File: src/rtl/amrr_pkg.sv
`timescale 1ns / 1ps
`default_nettype none
// ----------------------------------------------------------------------------
// amrr_pkg
// Shared types and constants of the AMRR rate controller.
// ----------------------------------------------------------------------------
package amrr_pkg;

	// operation codes as they arrive on the item channel
	localparam logic [1:0] OP_FRAME   = 2'd0;
	localparam logic [1:0] OP_TICK    = 2'd1;
	localparam logic [1:0] OP_RESTART = 2'd2;
	localparam logic [1:0] OP_NONE    = 2'd3;

	// configuration register indexes
	localparam int          CFG_IDX_W   = 2;
	localparam logic [1:0]  CFG_MIN_THR = 2'd0;
	localparam logic [1:0]  CFG_MAX_THR = 2'd1;
	localparam logic [1:0]  CFG_NUM_RT  = 2'd2;
	localparam int          CFG_DATA_W  = 8;

	localparam logic [7:0]  MIN_THR_RST = 8'd1;
	localparam logic [7:0]  MAX_THR_RST = 8'd10;
	localparam logic [4:0]  NUM_RT_RST  = 5'd12;

	localparam int          QUEUE_DEPTH = 2;

	// classified item held in the queue
	typedef struct packed {
		logic [1:0] op;
		logic       retried;
		logic [3:0] start_rate;
	} amrr_item_t;

	typedef struct packed {
		logic [7:0] min_thr;
		logic [7:0] max_thr;
		logic [4:0] num_rates;
	} amrr_cfg_t;

endpackage
`default_nettype wire

File: src/rtl/amrr_if.sv
`timescale 1ns / 1ps
`default_nettype none
// ----------------------------------------------------------------------------
// amrr_if
// Valid/ready channels of the AMRR rate controller: items, results, config.
// ----------------------------------------------------------------------------
interface amrr_in_if import amrr_pkg::*; ();
	logic       valid;
	logic       ready;
	logic [1:0] operation;
	logic [3:0] short_retries;
	logic [3:0] long_retries;
	logic [3:0] start_rate;

	modport source (output valid, operation, short_retries, long_retries, start_rate,
		input ready);
	modport sink (input valid, operation, short_retries, long_retries, start_rate,
		output ready);
endinterface

interface amrr_out_if import amrr_pkg::*; ();
	logic       valid;
	logic       ready;
	logic [3:0] rate_index;
	logic       rate_changed;
	logic [7:0] current_threshold;
	logic       in_recovery;

	modport source (output valid, rate_index, rate_changed, current_threshold, in_recovery,
		input ready);
	modport sink (input valid, rate_index, rate_changed, current_threshold, in_recovery,
		output ready);
endinterface

interface amrr_cfg_if import amrr_pkg::*; ();
	logic                  valid;
	logic                  ready;
	logic [CFG_IDX_W-1:0]  index;
	logic [CFG_DATA_W-1:0] data;

	modport source (output valid, index, data, input ready);
	modport sink (input valid, index, data, output ready);
endinterface
`default_nettype wire

File: src/rtl/amrr_front.sv
`timescale 1ns / 1ps
`default_nettype none
// ----------------------------------------------------------------------------
// amrr_front
// Accept items while the queue has room and classify them for the back end.
// ----------------------------------------------------------------------------
module amrr_front import amrr_pkg::*; (
	amrr_in_if.sink    items,
	input  wire logic  q_full,
	output logic       q_push,
	output amrr_item_t q_item
);

	assign items.ready = !q_full;
	assign q_push      = items.valid && !q_full;

	// reduce the retry counts to one flag; only the frame count cares
	always_comb begin
		q_item.op         = items.operation;
		q_item.retried    = |{items.short_retries, items.long_retries};
		q_item.start_rate = items.start_rate;
	end

endmodule
`default_nettype wire

File: src/rtl/amrr_queue.sv
`timescale 1ns / 1ps
`default_nettype none
// ----------------------------------------------------------------------------
// amrr_queue
// Short FIFO of classified items between front and back end.
// ----------------------------------------------------------------------------
module amrr_queue import amrr_pkg::*; (
	input  wire logic        clk,
	input  wire logic        arst_n,
	input  wire logic        push,
	input  wire amrr_item_t  wr_item,
	input  wire logic        pop,
	output logic             full,
	output logic             valid,
	output amrr_item_t       rd_item
);

	localparam int PTR_W = $clog2(QUEUE_DEPTH);
	localparam int CNT_W = $clog2(QUEUE_DEPTH + 1);

	amrr_item_t         entry_q [QUEUE_DEPTH];
	logic [PTR_W-1:0]   wr_ptr_q;
	logic [PTR_W-1:0]   rd_ptr_q;
	logic [CNT_W-1:0]   count_q;

	assign full    = (count_q == CNT_W'(QUEUE_DEPTH));
	assign valid   = (count_q != '0);
	assign rd_item = entry_q[rd_ptr_q];

	always_ff @(posedge clk or negedge arst_n) begin
		if (!arst_n) begin
			wr_ptr_q <= '0;
			rd_ptr_q <= '0;
			count_q  <= '0;
		end else begin
			if (push) begin
				wr_ptr_q <= (wr_ptr_q == PTR_W'(QUEUE_DEPTH - 1)) ? '0 : wr_ptr_q + 1'b1;
			end
			if (pop) begin
				rd_ptr_q <= (rd_ptr_q == PTR_W'(QUEUE_DEPTH - 1)) ? '0 : rd_ptr_q + 1'b1;
			end
			if (push && !pop) begin
				count_q <= count_q + 1'b1;
			end else if (pop && !push) begin
				count_q <= count_q - 1'b1;
			end
		end
	end

	always_ff @(posedge clk) begin
		if (push) begin
			entry_q[wr_ptr_q] <= wr_item;
		end
	end

endmodule
`default_nettype wire

File: src/rtl/amrr_back.sv
`timescale 1ns / 1ps
`default_nettype none
// ----------------------------------------------------------------------------
// amrr_back
// Execute queued items against the link state and register one result each.
// ----------------------------------------------------------------------------
module amrr_back import amrr_pkg::*; #(
	parameter int COUNT_WIDTH = 16,
	parameter int MAX_RATES   = 16
) (
	input  wire logic       clk,
	input  wire logic       arst_n,
	input  wire amrr_cfg_t  cfg,
	input  wire logic       q_valid,
	input  wire amrr_item_t q_item,
	output logic            q_pop,
	amrr_out_if.source      results
);

	localparam int         LIM   = (MAX_RATES < 16) ? MAX_RATES : 16;
	localparam logic [4:0] LIM_V = 5'(LIM);
	localparam int         CW    = COUNT_WIDTH;

	logic [3:0]    rate_q;
	logic [CW-1:0] sent_q;
	logic [CW-1:0] retried_q;
	logic [7:0]    succ_q;
	logic [7:0]    thr_q;
	logic          rec_q;

	logic          res_valid_q;
	logic [3:0]    res_rate_q;
	logic          res_changed_q;
	logic [7:0]    res_thr_q;
	logic          res_rec_q;

	logic [3:0]    rate_d;
	logic [CW-1:0] sent_d;
	logic [CW-1:0] retried_d;
	logic [7:0]    succ_d;
	logic [7:0]    thr_d;
	logic          rec_d;

	logic [4:0]    lim_eff;
	logic [4:0]    lim_nz;
	logic [3:0]    top_rate;
	logic          enough;
	logic          good;
	logic          bad;
	logic [CW:0]   retried_p1;
	logic [CW+3:0] ten_times;
	logic [CW+1:0] three_times;
	logic [7:0]    succ_inc;
	logic [8:0]    thr_dbl;

	// a new item runs when the result register is free or drains this cycle
	assign q_pop = q_valid && (!res_valid_q || results.ready);

	always_comb begin
		lim_eff  = (cfg.num_rates < LIM_V) ? cfg.num_rates : LIM_V;
		lim_nz   = (lim_eff == 5'd0) ? 5'd1 : lim_eff;
		top_rate = 4'(lim_nz - 5'd1);
	end

	// retried < sent/10  <=>  10*(retried+1) <= sent
	// retried > sent/3   <=>  3*retried > sent
	always_comb begin
		retried_p1  = {1'b0, retried_q} + 1'b1;
		ten_times   = {2'b00, retried_p1, 1'b0} + {retried_p1, 3'b000};
		three_times = {1'b0, retried_q, 1'b0} + {2'b00, retried_q};
		enough      = (sent_q > CW'(10));
		good        = (ten_times <= {4'b0000, sent_q});
		bad         = (three_times > {2'b00, sent_q});
		succ_inc    = (succ_q == 8'hFF) ? succ_q : succ_q + 1'b1;
		thr_dbl     = {thr_q, 1'b0};
	end

	always_comb begin
		rate_d    = rate_q;
		sent_d    = sent_q;
		retried_d = retried_q;
		succ_d    = succ_q;
		thr_d     = thr_q;
		rec_d     = rec_q;
		case (q_item.op)
			OP_FRAME: begin
				if (sent_q != '1) begin
					sent_d = sent_q + 1'b1;
				end
				if (q_item.retried && (retried_q != '1)) begin
					retried_d = retried_q + 1'b1;
				end
			end
			OP_TICK: begin
				if (good && enough) begin
					if ((succ_inc >= thr_q) && (rate_q < top_rate)) begin
						rec_d  = 1'b1;
						succ_d = '0;
						rate_d = rate_q + 1'b1;
					end else begin
						rec_d  = 1'b0;
						succ_d = succ_inc;
					end
				end else if (bad) begin
					succ_d = '0;
					if (rate_q != 4'd0) begin
						if (rec_q) begin
							thr_d = (thr_dbl < {1'b0, cfg.max_thr}) ? thr_dbl[7:0] : cfg.max_thr;
						end else begin
							thr_d = cfg.min_thr;
						end
						rate_d = rate_q - 1'b1;
					end
					rec_d = 1'b0;
				end
				if (enough || (rate_d != rate_q)) begin
					sent_d    = '0;
					retried_d = '0;
				end
			end
			OP_RESTART: begin
				rate_d    = (q_item.start_rate > top_rate) ? top_rate : q_item.start_rate;
				sent_d    = '0;
				retried_d = '0;
				succ_d    = '0;
				rec_d     = 1'b0;
				thr_d     = cfg.min_thr;
			end
			default: begin
			end
		endcase
	end

	always_ff @(posedge clk or negedge arst_n) begin
		if (!arst_n) begin
			rate_q      <= '0;
			sent_q      <= '0;
			retried_q   <= '0;
			succ_q      <= '0;
			thr_q       <= MIN_THR_RST;
			rec_q       <= 1'b0;
			res_valid_q <= 1'b0;
		end else begin
			if (q_pop) begin
				rate_q      <= rate_d;
				sent_q      <= sent_d;
				retried_q   <= retried_d;
				succ_q      <= succ_d;
				thr_q       <= thr_d;
				rec_q       <= rec_d;
				res_valid_q <= 1'b1;
			end else if (results.ready) begin
				res_valid_q <= 1'b0;
			end
		end
	end

	always_ff @(posedge clk) begin
		if (q_pop) begin
			res_rate_q    <= rate_d;
			res_changed_q <= (rate_d != rate_q);
			res_thr_q     <= thr_d;
			res_rec_q     <= rec_d;
		end
	end

	assign results.valid             = res_valid_q;
	assign results.rate_index        = res_rate_q;
	assign results.rate_changed      = res_changed_q;
	assign results.current_threshold = res_thr_q;
	assign results.in_recovery       = res_rec_q;

endmodule
`default_nettype wire

File: src/rtl/amrr_rate_adaptation.sv
`timescale 1ns / 1ps
`default_nettype none
// ----------------------------------------------------------------------------
// amrr_rate_adaptation
// AMRR transmit-rate controller for one link.
//
// Usage:
//   items   - one item per frame completion, control tick or restart.
//   results - one item per input item, in order: rate index, a changed flag,
//             the success threshold and the recovery flag after that item.
//   cfg     - register writes (min threshold, max threshold, rate count),
//             always ready; write only while no item is in flight.
// Timing: an accepted item is written into the queue, and the back end executes
//   it when popped, registering its result. One item per cycle is sustained
//   while results.ready stays high; the back end's state update sets the rate.
// Stall: a two-entry queue parts the front end from the back end, and the
//   result register holds while results.ready is low. The back end stops
//   when its result cannot move, the queue fills, and items.ready drops.
// Reset: clears the queue and the result register, sets rate 0, counters 0,
//   threshold 1 and the registers to 1, 10 and 12. No clearing pass.
// ----------------------------------------------------------------------------
module amrr_rate_adaptation import amrr_pkg::*; #(
	parameter int COUNT_WIDTH = 16,
	parameter int MAX_RATES   = 16
) (
	input  wire logic  clk,
	input  wire logic  arst_n,
	amrr_in_if.sink    items,
	amrr_out_if.source results,
	amrr_cfg_if.sink   cfg
);

	amrr_cfg_t  cfg_q;
	logic       q_push;
	logic       q_full;
	logic       q_valid;
	logic       q_pop;
	amrr_item_t wr_item;
	amrr_item_t rd_item;

	// configuration port: never stalls; writes beyond the list are dropped
	assign cfg.ready = 1'b1;

	always_ff @(posedge clk or negedge arst_n) begin
		if (!arst_n) begin
			cfg_q.min_thr   <= MIN_THR_RST;
			cfg_q.max_thr   <= MAX_THR_RST;
			cfg_q.num_rates <= NUM_RT_RST;
		end else if (cfg.valid) begin
			case (cfg.index)
				CFG_MIN_THR: cfg_q.min_thr   <= cfg.data;
				CFG_MAX_THR: cfg_q.max_thr   <= cfg.data;
				CFG_NUM_RT:  cfg_q.num_rates <= cfg.data[4:0];
				default: begin
				end
			endcase
		end
	end

	// front end: accept and classify
	amrr_front u_front (
		.items  (items),
		.q_full (q_full),
		.q_push (q_push),
		.q_item (wr_item)
	);

	// hold classified items until the back end is free
	amrr_queue u_queue (
		.clk     (clk),
		.arst_n  (arst_n),
		.push    (q_push),
		.wr_item (wr_item),
		.pop     (q_pop),
		.full    (q_full),
		.valid   (q_valid),
		.rd_item (rd_item)
	);

	// back end: advance link state, register the result
	amrr_back #(
		.COUNT_WIDTH (COUNT_WIDTH),
		.MAX_RATES   (MAX_RATES)
	) u_back (
		.clk     (clk),
		.arst_n  (arst_n),
		.cfg     (cfg_q),
		.q_valid (q_valid),
		.q_item  (rd_item),
		.q_pop   (q_pop),
		.results (results)
	);

endmodule
`default_nettype wire

File: src/flat_wrapper.sv
// flat-port wrapper written by rule: the top's interface ports become plain ports
module amrr_rate_adaptation_flat import amrr_pkg::*;
#(
	parameter int COUNT_WIDTH = 16,
	parameter int MAX_RATES   = 16
)
  (clk, arst_n, items_valid, items_operation, items_short_retries, items_long_retries, items_start_rate, items_ready, results_valid, results_rate_index, results_rate_changed, results_current_threshold, results_in_recovery, results_ready, cfg_valid, cfg_index, cfg_data, cfg_ready);
  amrr_in_if items_i ();
  amrr_out_if results_i ();
  amrr_cfg_if cfg_i ();
  input  wire logic clk;
  input  wire logic arst_n;
  input wire logic [$bits(items_i.valid)-1:0] items_valid;
  input wire logic [$bits(items_i.operation)-1:0] items_operation;
  input wire logic [$bits(items_i.short_retries)-1:0] items_short_retries;
  input wire logic [$bits(items_i.long_retries)-1:0] items_long_retries;
  input wire logic [$bits(items_i.start_rate)-1:0] items_start_rate;
  output wire logic [$bits(items_i.ready)-1:0] items_ready;
  output wire logic [$bits(results_i.valid)-1:0] results_valid;
  output wire logic [$bits(results_i.rate_index)-1:0] results_rate_index;
  output wire logic [$bits(results_i.rate_changed)-1:0] results_rate_changed;
  output wire logic [$bits(results_i.current_threshold)-1:0] results_current_threshold;
  output wire logic [$bits(results_i.in_recovery)-1:0] results_in_recovery;
  input wire logic [$bits(results_i.ready)-1:0] results_ready;
  input wire logic [$bits(cfg_i.valid)-1:0] cfg_valid;
  input wire logic [$bits(cfg_i.index)-1:0] cfg_index;
  input wire logic [$bits(cfg_i.data)-1:0] cfg_data;
  output wire logic [$bits(cfg_i.ready)-1:0] cfg_ready;
  assign items_i.valid = items_valid;
  assign items_i.operation = items_operation;
  assign items_i.short_retries = items_short_retries;
  assign items_i.long_retries = items_long_retries;
  assign items_i.start_rate = items_start_rate;
  assign items_ready = items_i.ready;
  assign results_valid = results_i.valid;
  assign results_rate_index = results_i.rate_index;
  assign results_rate_changed = results_i.rate_changed;
  assign results_current_threshold = results_i.current_threshold;
  assign results_in_recovery = results_i.in_recovery;
  assign results_i.ready = results_ready;
  assign cfg_i.valid = cfg_valid;
  assign cfg_i.index = cfg_index;
  assign cfg_i.data = cfg_data;
  assign cfg_ready = cfg_i.ready;
  amrr_rate_adaptation #(.COUNT_WIDTH(COUNT_WIDTH), .MAX_RATES(MAX_RATES)) u_core (.clk(clk), .arst_n(arst_n), .items(items_i), .results(results_i), .cfg(cfg_i));
endmodule
File: config.mk
export PLATFORM = sky130hd
export DESIGN_NAME = amrr_rate_adaptation_flat
export DESIGN_NICKNAME = d
export VERILOG_FILES = /design/src/rtl/amrr_pkg.sv /design/src/rtl/amrr_if.sv /design/src/rtl/amrr_front.sv /design/src/rtl/amrr_queue.sv /design/src/rtl/amrr_back.sv /design/src/rtl/amrr_rate_adaptation.sv /design/src/flat_wrapper.sv
export SDC_FILE = /design/constraint.sdc
export NUM_CORES = 1
export LEC_CHECK = 0
export ABC_CLOCK_PERIOD_IN_PS = 14700
export BUFFER_PORTS_ARGS = -buffer_cell sky130_fd_sc_hd__buf_2
export CAP_MARGIN = 15
export CORE_ASPECT_RATIO = 0.7
export CORE_UTILIZATION = 69
export CTS_BUF_LIST = sky130_fd_sc_hd__clkbuf_8
export DETAILED_ROUTE_END_ITERATION = 6
export PLACE_DENSITY = 0.88
export SLEW_MARGIN = 20
export SYNTH_ARGS = -nofsm -noshare
export SYNTH_HDL_FRONTEND = slang
export SYNTH_SLANG_ARGS = --single-unit
File: constraint.sdc
create_clock -name clk -period 14.7 [get_ports clk]
set_clock_uncertainty 0.15 [all_clocks]
set_input_delay 2.94 -clock clk [delete_from_list [all_inputs] [get_ports clk]]
set_output_delay 2.94 -clock clk [all_outputs]
set_load 0.1 [all_outputs]
# Yosys cells after proc, flatten, opt, wreduce, memory -nomap -nowiden
# Memories as Yosys holds them, arrays and structs flattened.
# Index checks and enable logic that the tools add are counted.
[totals] register_bits=93 mem_bits_rw=14 input_bits=29 out_inout_bits=17 elab_cells=119 mem_count=1
[classes] addsub=13 magnitude_cmp=8 n_eq_ne=14 muxes=37 n_reduce_logical=29
[memory_table] memory="u_core.u_queue.entry_q" words=2 word_bits=7 rd=1 rd_clocked_by_memory_dff=0 wr=1 line="amrr_queue.sv:21" rtl="amrr_item_t entry_q [QUEUE_DEPTH];"
[op_table] operator="one-hot mux 16 bit (3 select lines)" n=2
[op_table] operator="two-way mux 8 bit" n=9
[op_table] operator="two-way mux 16 bit" n=3
[op_table] operator="adder 16 x 1 -> 16 bit, second input constant" n=2
[op_table] operator="!= test 16 bit, second input constant" n=2
[op_table] operator="one-hot mux 8 bit (2 select lines)" n=2
[op_table] operator="two-way mux 4 bit" n=7
[op_table] operator="adder 18 x 20 -> 20 bit" n=1
[op_table] operator="less-or-equal comparator 20 x 16 -> 1 bit" n=1
[op_table] operator="adder 17 x 16 -> 18 bit" n=1
[op_table] operator="greater-than comparator 18 x 16 -> 1 bit" n=1
[op_table] operator="adder 16 x 1 -> 17 bit, second input constant" n=1
[op_table] operator="greater-than comparator 16 x 4 -> 1 bit, second input constant" n=1
[op_table] operator="less-than comparator 9 x 8 -> 1 bit" n=1
[op_table] operator="two-way mux 1 bit" n=9
[op_table] operator="adder 8 x 1 -> 8 bit, second input constant" n=1
[op_table] operator="equality test 8 bit, second input constant" n=1
[op_table] operator=">= comparator 8 bit" n=1
[op_table] operator="!= test 4 bit" n=2
[op_table] operator="one-hot mux 4 bit (2 select lines)" n=1
[op_table] operator="AND reduction 4 bit" n=2
[op_table] operator="nonzero test 2 bit" n=4
[op_table] operator="OR reduction 8 bit" n=1
[op_table] operator="subtractor 4 x 1 -> 4 bit, second input constant" n=2
[op_table] operator="other kinds (23)" n=43

# Longest topological paths before layout
[logic_depth] word_depth=14 mapped_depth=26 ltp_nobuf=25

# By module
# Synthesis repeated with hierarchy kept, for this count alone.
[hier_totals] hier_cells=943 area_unflattened_um2=8763.4
[by_module_without_submodules] module="amrr_back" instances=1 cells_each=847 area_per_inst_um2=7150.6 seq_area_each_um2=1773.0
[by_module_without_submodules] module="amrr_rate_adaptation" instances=1 cells_each=47 area_per_inst_um2=817.0 seq_area_each_um2=531.8
[by_module_without_submodules] module="amrr_queue" instances=1 cells_each=38 area_per_inst_um2=724.4 seq_area_each_um2=520.5
[by_module_without_submodules] module="amrr_front" instances=1 cells_each=11 area_per_inst_um2=71.3 seq_area_each_um2=0.0

# Least setup slack after synthesis
# No wires, ideal clock.
[synth_path] kind="register to register" start="register u_core.u_back.retried_q[2]" end="register u_core.u_back.res_changed_q (netlist: u_core.u_back.results.rate_changed) (data pin)" setup_time_ns=0.271 arrival_time_ns=5.351 required_ns=14.279 path_slack_ns=8.927 path_stages_with_launch=26 path_buffers=1 path_cell_list="dfrtp_1 -> ha_1 -> nand2_1 -> xor2_2 -> inv_1 -> fa_1 -> a21oi_1 -> maj3_2 -> a211oi_2 -> nor4_2 -> o21bai_1 -> a21oi_1 -> xnor2_1 -> ha_1 -> a21o_1 -> a21o_1 -> a21oi_1 -> and3b_1 -> a221o_1 -> o211a_1 -> o311a_1 -> a21boi_4 -> buf_4 -> a211o_1 -> a221oi_1 -> nand4_1"
[synth_between] elab_chain_cells=8 elab_cells_between_ends=11
[synth_rtl] item="start, declared" line="amrr_back.sv:26" rtl="logic [CW-1:0] retried_q;"
[synth_rtl] item="start signal, assigned" line="amrr_back.sv:147" rtl="retried_q <= retried_d;"
[synth_rtl] item="adder 16 x 1 -> 17 bit" line="amrr_back.sv:68" rtl="retried_p1 = {1'b0, retried_q} + 1'b1;"
[synth_rtl] item="adder 18 x 20 -> 20 bit" line="amrr_back.sv:69" rtl="ten_times = {2'b00, retried_p1, 1'b0} + {retried_p1, 3'b000};"
[synth_rtl] item="less-or-equal comparator 20 x 16 -> 1 bit" line="amrr_back.sv:72" rtl="good = (ten_times <= {4'b0000, sent_q});"
[synth_rtl] item="logical AND 1 bit" line="amrr_back.sv:95" rtl="if (good && enough) begin"
[synth_rtl] item="two-way mux 4 bit *" line="amrr_back.sv:95"
[synth_rtl] item="two-way mux 4 bit *" line="amrr_back.sv:85" rtl="case (q_item.op)"
[synth_rtl] item="one-hot mux 4 bit (2 select lines) *" line="amrr_back.sv:85"
[synth_rtl] item="!= test 4 bit *" line="amrr_back.sv:161" rtl="res_changed_q <= (rate_d != rate_q);"
[synth_rtl] item="end signal, assigned" line="amrr_back.sv:161"
[synth_rtl] item="end, declared" line="amrr_back.sv:33" rtl="logic res_changed_q;"
# Mark *: on every way between the ends. The rest lies on a longest branch, timed or not. The select of a mux whose other input is x is not followed.
# A chain may end at the register's enable or synchronous reset.

# Worst setup path in the final report
[layout_path] start="register u_core.u_back.retried_q[1]" end="register u_core.u_back.retried_q[5]"
[layout_between] elab_chain_cells=10 elab_cells_between_ends=19
[layout_rtl] item="adder 16 x 1 -> 17 bit" line="amrr_back.sv:68"
[layout_rtl] item="adder 18 x 20 -> 20 bit" line="amrr_back.sv:69"
[layout_rtl] item="less-or-equal comparator 20 x 16 -> 1 bit" line="amrr_back.sv:72"
[layout_rtl] item="logical AND 1 bit" line="amrr_back.sv:95"
[layout_rtl] item="two-way mux 4 bit" line="amrr_back.sv:95"
[layout_rtl] item="two-way mux 4 bit" line="amrr_back.sv:85"
[layout_rtl] item="!= test 4 bit" line="amrr_back.sv:116" rtl="if (enough || (rate_d != rate_q)) begin"
[layout_rtl] item="logical OR 1 bit" line="amrr_back.sv:116"
[layout_rtl] item="!= test 2 bit (no line)"
[layout_rtl] item="AND reduction 4 bit (no line)"
# Parallel ways exist; a longest one is shown, timed or not. The select of a mux whose other input is x is not followed.

==> results by group <==
Final layout
  – Fin cells: 1147
  – Area delta synth->final: 6.57%
  – Layout cells sized above 1: 11.4%
  – Final Instance Area: 9150 um2
  – Final Util: 76.9%
  – Commonest cells after routing, fill and taps aside: 101 x nand2_1, 92 x ha_1, 73 x dfrtp_1
  – Layout net count: 1108
  – # diodes: 0
  – Commonest non-fill, non-tap cell in the layout: nand2_1

Timing
  – Final period util: 45.4%
  – Worst Max-Slew Pin Slew: 1.06 ns
  – Final Hold Fails: 0
  – Slew HR: 28.9%
  – RSZ-0062 raised after global routing: no
  – Finish-stage setup viols: 0
  – Max-slew violations: 0
  – Setup_tns: 0 ns
  – Fmax achieved: 150 MHz
  – Tmin final: 6.67 ns

Clock tree
  – CTS max path bufs: 2
  – CTS buffer count: 9
  – Clock Tree Root: clkbuf_8
  – Clock-pin slew on the worst setup and hold paths: 0.11 ns
  – Depth of the CTS H-tree: 3
  – Sink Count: 107
  – Clk_lat worst skew: 0.40 ns
  – Post-CTS Resized: 0
  – Post-CTS Setup Inserts: 0
  – Hold-fix buffers, CTS: 0
  – CTS tree: done

Pwr
  – P per Cell Area: 171 nW/um2
  – Leakage: 4.23 nW
  – Worst ir drop on vdd: 0.175 mV
  – Power Total: 1.57 mW

Placed design
  – GP Congestion: 1.01
  – Port bufs: 44
  – Placed Instances: 1130
  – Placed Area: 8920 um2
  – Detailed Place HPWL: 16100 um

Floorplan
  – Die Y-Extent: 95.3 um
  – Core box area: 11900 um2
  – Die X: 135 um
  – Starting Density: 72.2%
  – Die area: 12900 um2
  – Site Rows: 33
  – Top Ports: 46

Status
  – Status: finished, final reports clean

GRT
  – Largest net degree at the start of global routing: 55
  – First-pass GRT wire length: 34000 um
  – GR Overflow Total: 0
  – Initial antenna violation count: 0
  – Vias in the first global route: 6816
  – Tot GR Track Use: 34.4%

Synth
  – Mux cell area share after synthesis: 4.21%
  – Area share of the largest cell type after synthesis: 21.3%
  – Post-Synth Adder-Cell Area: 14.2%
  – Top cells by area, synth: dfrtp_1 21%, ha_1 13%, edfxtp_1 9.8%
  – Largest family of logic cells by synthesized area: compound AO/OA/AOI/OAI gates
  – Synth Warn #: 0
  – Synth Area in Simple Gates: 16.2%
  – Syn Nets: 1075
  – Synth area leader: dfrtp_1
  – Register area share after synthesis: 32.9%
  – Fraction of synthesized cell area in xor and xnor cells: 5.76%
  – Post-synth EDFFs: 28
  – Avg Inst Size Synth: 9.02 um2
  – Most used flip-flop cell after synthesis: dfrtp_1
  – Ys async rst share: 73.8%
  – Cells after synthesis: 952
  – Synth Register Bits: 107
  – Synth Cell Area: 8580 um2
  – Fraction of the mapped netlist area in compound gates: 22.2%
  – Unique masters post-synth: 84

Setup path
  – Arr. time, crit path: 6.82 ns
  – Worst setup EP type: register
  – Top cell by count, worst path: a21oi_1
  – Worst stage delay on the critical path: 0.61 ns
  – Crit path max fanout: 24
  – Crit path launch type: register
  – Reg2Reg Depth: 25
  – Critical Path Slowest Stage Cell: nor4_2
  – Req. time, crit path: 14.85 ns
  – Setup CP Type: register to register

Drt
  – Via-to-Cell Ratio: 6.53
  – Drt first pass iters: 5
  – Iter 0 DRT Violations: 631
  – Via count: 7492
  – Wire length per cell: 18.5 um
  – DRC Markers: 0
  – Post-Route WL: 21300 um
  – Detail Route Antenna Nets: 0

Worst hold path
  – Hold Path Depth: 2
  – HP Class: register to register

Flow run
  – Max-Cap Viols: 0
## synth_stat cells, drive strengths merged, types with 5 or more instances
master   instances
nand2          104
ha              92
o21ai           78
dfrtp           73
inv             71
nor2            53
a21oi           52
xnor2           35
edfxtp          28
a21o            27
nand3           24
xor2            18
mux2            17
mux2i           17
nand4           17
nor3            17
clkbuf          16
o221ai          16
nor2b           15
o31ai           15
and3            11
buf             11
nand2b          11
o21a            11
a211oi           9
nor4             9
or3              7
dfstp            6
o22ai            6
a211o            5
a31oi            5
o2111ai          5
o21bai           5
## sequential cells by signal, summed over array words and instances (netlist names)
register	count
u_core.u_back.results.rate_changed	1
u_core.u_back.thr_q	8
u_core.u_back.sent_q	16
u_core.u_back.rate_q	4
u_core.u_queue.rd_ptr_q	1
u_core.u_back.results.rate_index	4
u_core.u_back.retried_q	16
u_core.u_queue.entry_q	14
u_core.u_back.results.in_recovery	1
u_core.u_back.results.current_threshold	8
u_core.u_back.results.valid	1
u_core.u_queue.count_q	2
u_core.u_queue.wr_ptr_q	1
u_core.u_back.succ_q	8
u_core.u_back.rec_q	1
u_core.cfg_q	21
## path summary, 6_finish.rpt
kind | to | startpoint | slack [ns]
worst max-delay path | u_core.u_back.retried_q[5] | u_core.u_back.retried_q[1] | 8.03
worst min-delay path | u_core.u_back.results.valid | u_core.u_back.results.valid | 0.37
worst max register to register | u_core.u_back.retried_q[5] | u_core.u_back.retried_q[1] | 8.03
worst min register to register | u_core.u_back.results.valid | u_core.u_back.results.valid | 0.37
max in group asynchronous | u_core.cfg_q[7] | arst_n | 11.07
min in group asynchronous | u_core.u_back.sent_q[0] | arst_n | 2.29
## area by class of cell
type                    instances  area, um2
fillers                       816       2740
flip-flops and latches        107       2830
clock inverters                 7       90.1
multi-input cells             747       5380
inverters                      71        267
clock buffers                   9        124
well taps                     157        196
repair buffers                 49        264
## per-stage QoR
stage | hold WS (ns) | setup slack, ns
5_1_grt | 0.408 | 7.48
3_3_place_gp | 0.336 | 8.11
3_5_place_dp | 0.341 | 7.78
2_1_floorplan | 0.311 | 8.93
4_1_cts | 0.379 | 7.75
6_report | 0.372 | 8.03
## critical path: cells and delay by family, from the launching register on
kind / cells / cell delay [ns]
fa+ha+maj: 4 / 1.32
simple gates: 3 / 0.91
compound gates: 14 / 2.72
xor+xnor: 2 / 0.55
flops: 1 / 0.46
buf+inv: 2 / 0.43
## metal layers
layer | wire, um | vias to the layer above | global-route usage, %
li1 | - | 3578 | -
met3 | 2180 | 40 | 9.41
met5 | 0 | - | 0
met2 | 8640 | 365 | 48.9
met4 | 375 | 0 | 10.5
met1 | 10100 | 3509 | 50.5
## where the power goes
part           total [mW]  internal (mW)  switching, mW
clock               0.200         0.0836          0.116
combinational       0.923          0.281          0.642
sequential          0.446          0.387         0.0584
total                1.57          0.752          0.817
## logic make-up (layout without fill, tap and decap cells)
kind of cell,after synthesis,count (layout)
compound gates,277,277
xor+xnor,53,53
fa+ha+maj,97,97
buf+inv,98,136
flops,107,107
mux,34,34
other cells,1,1
simple gates,285,285
(Power assumes the default switching activity.)
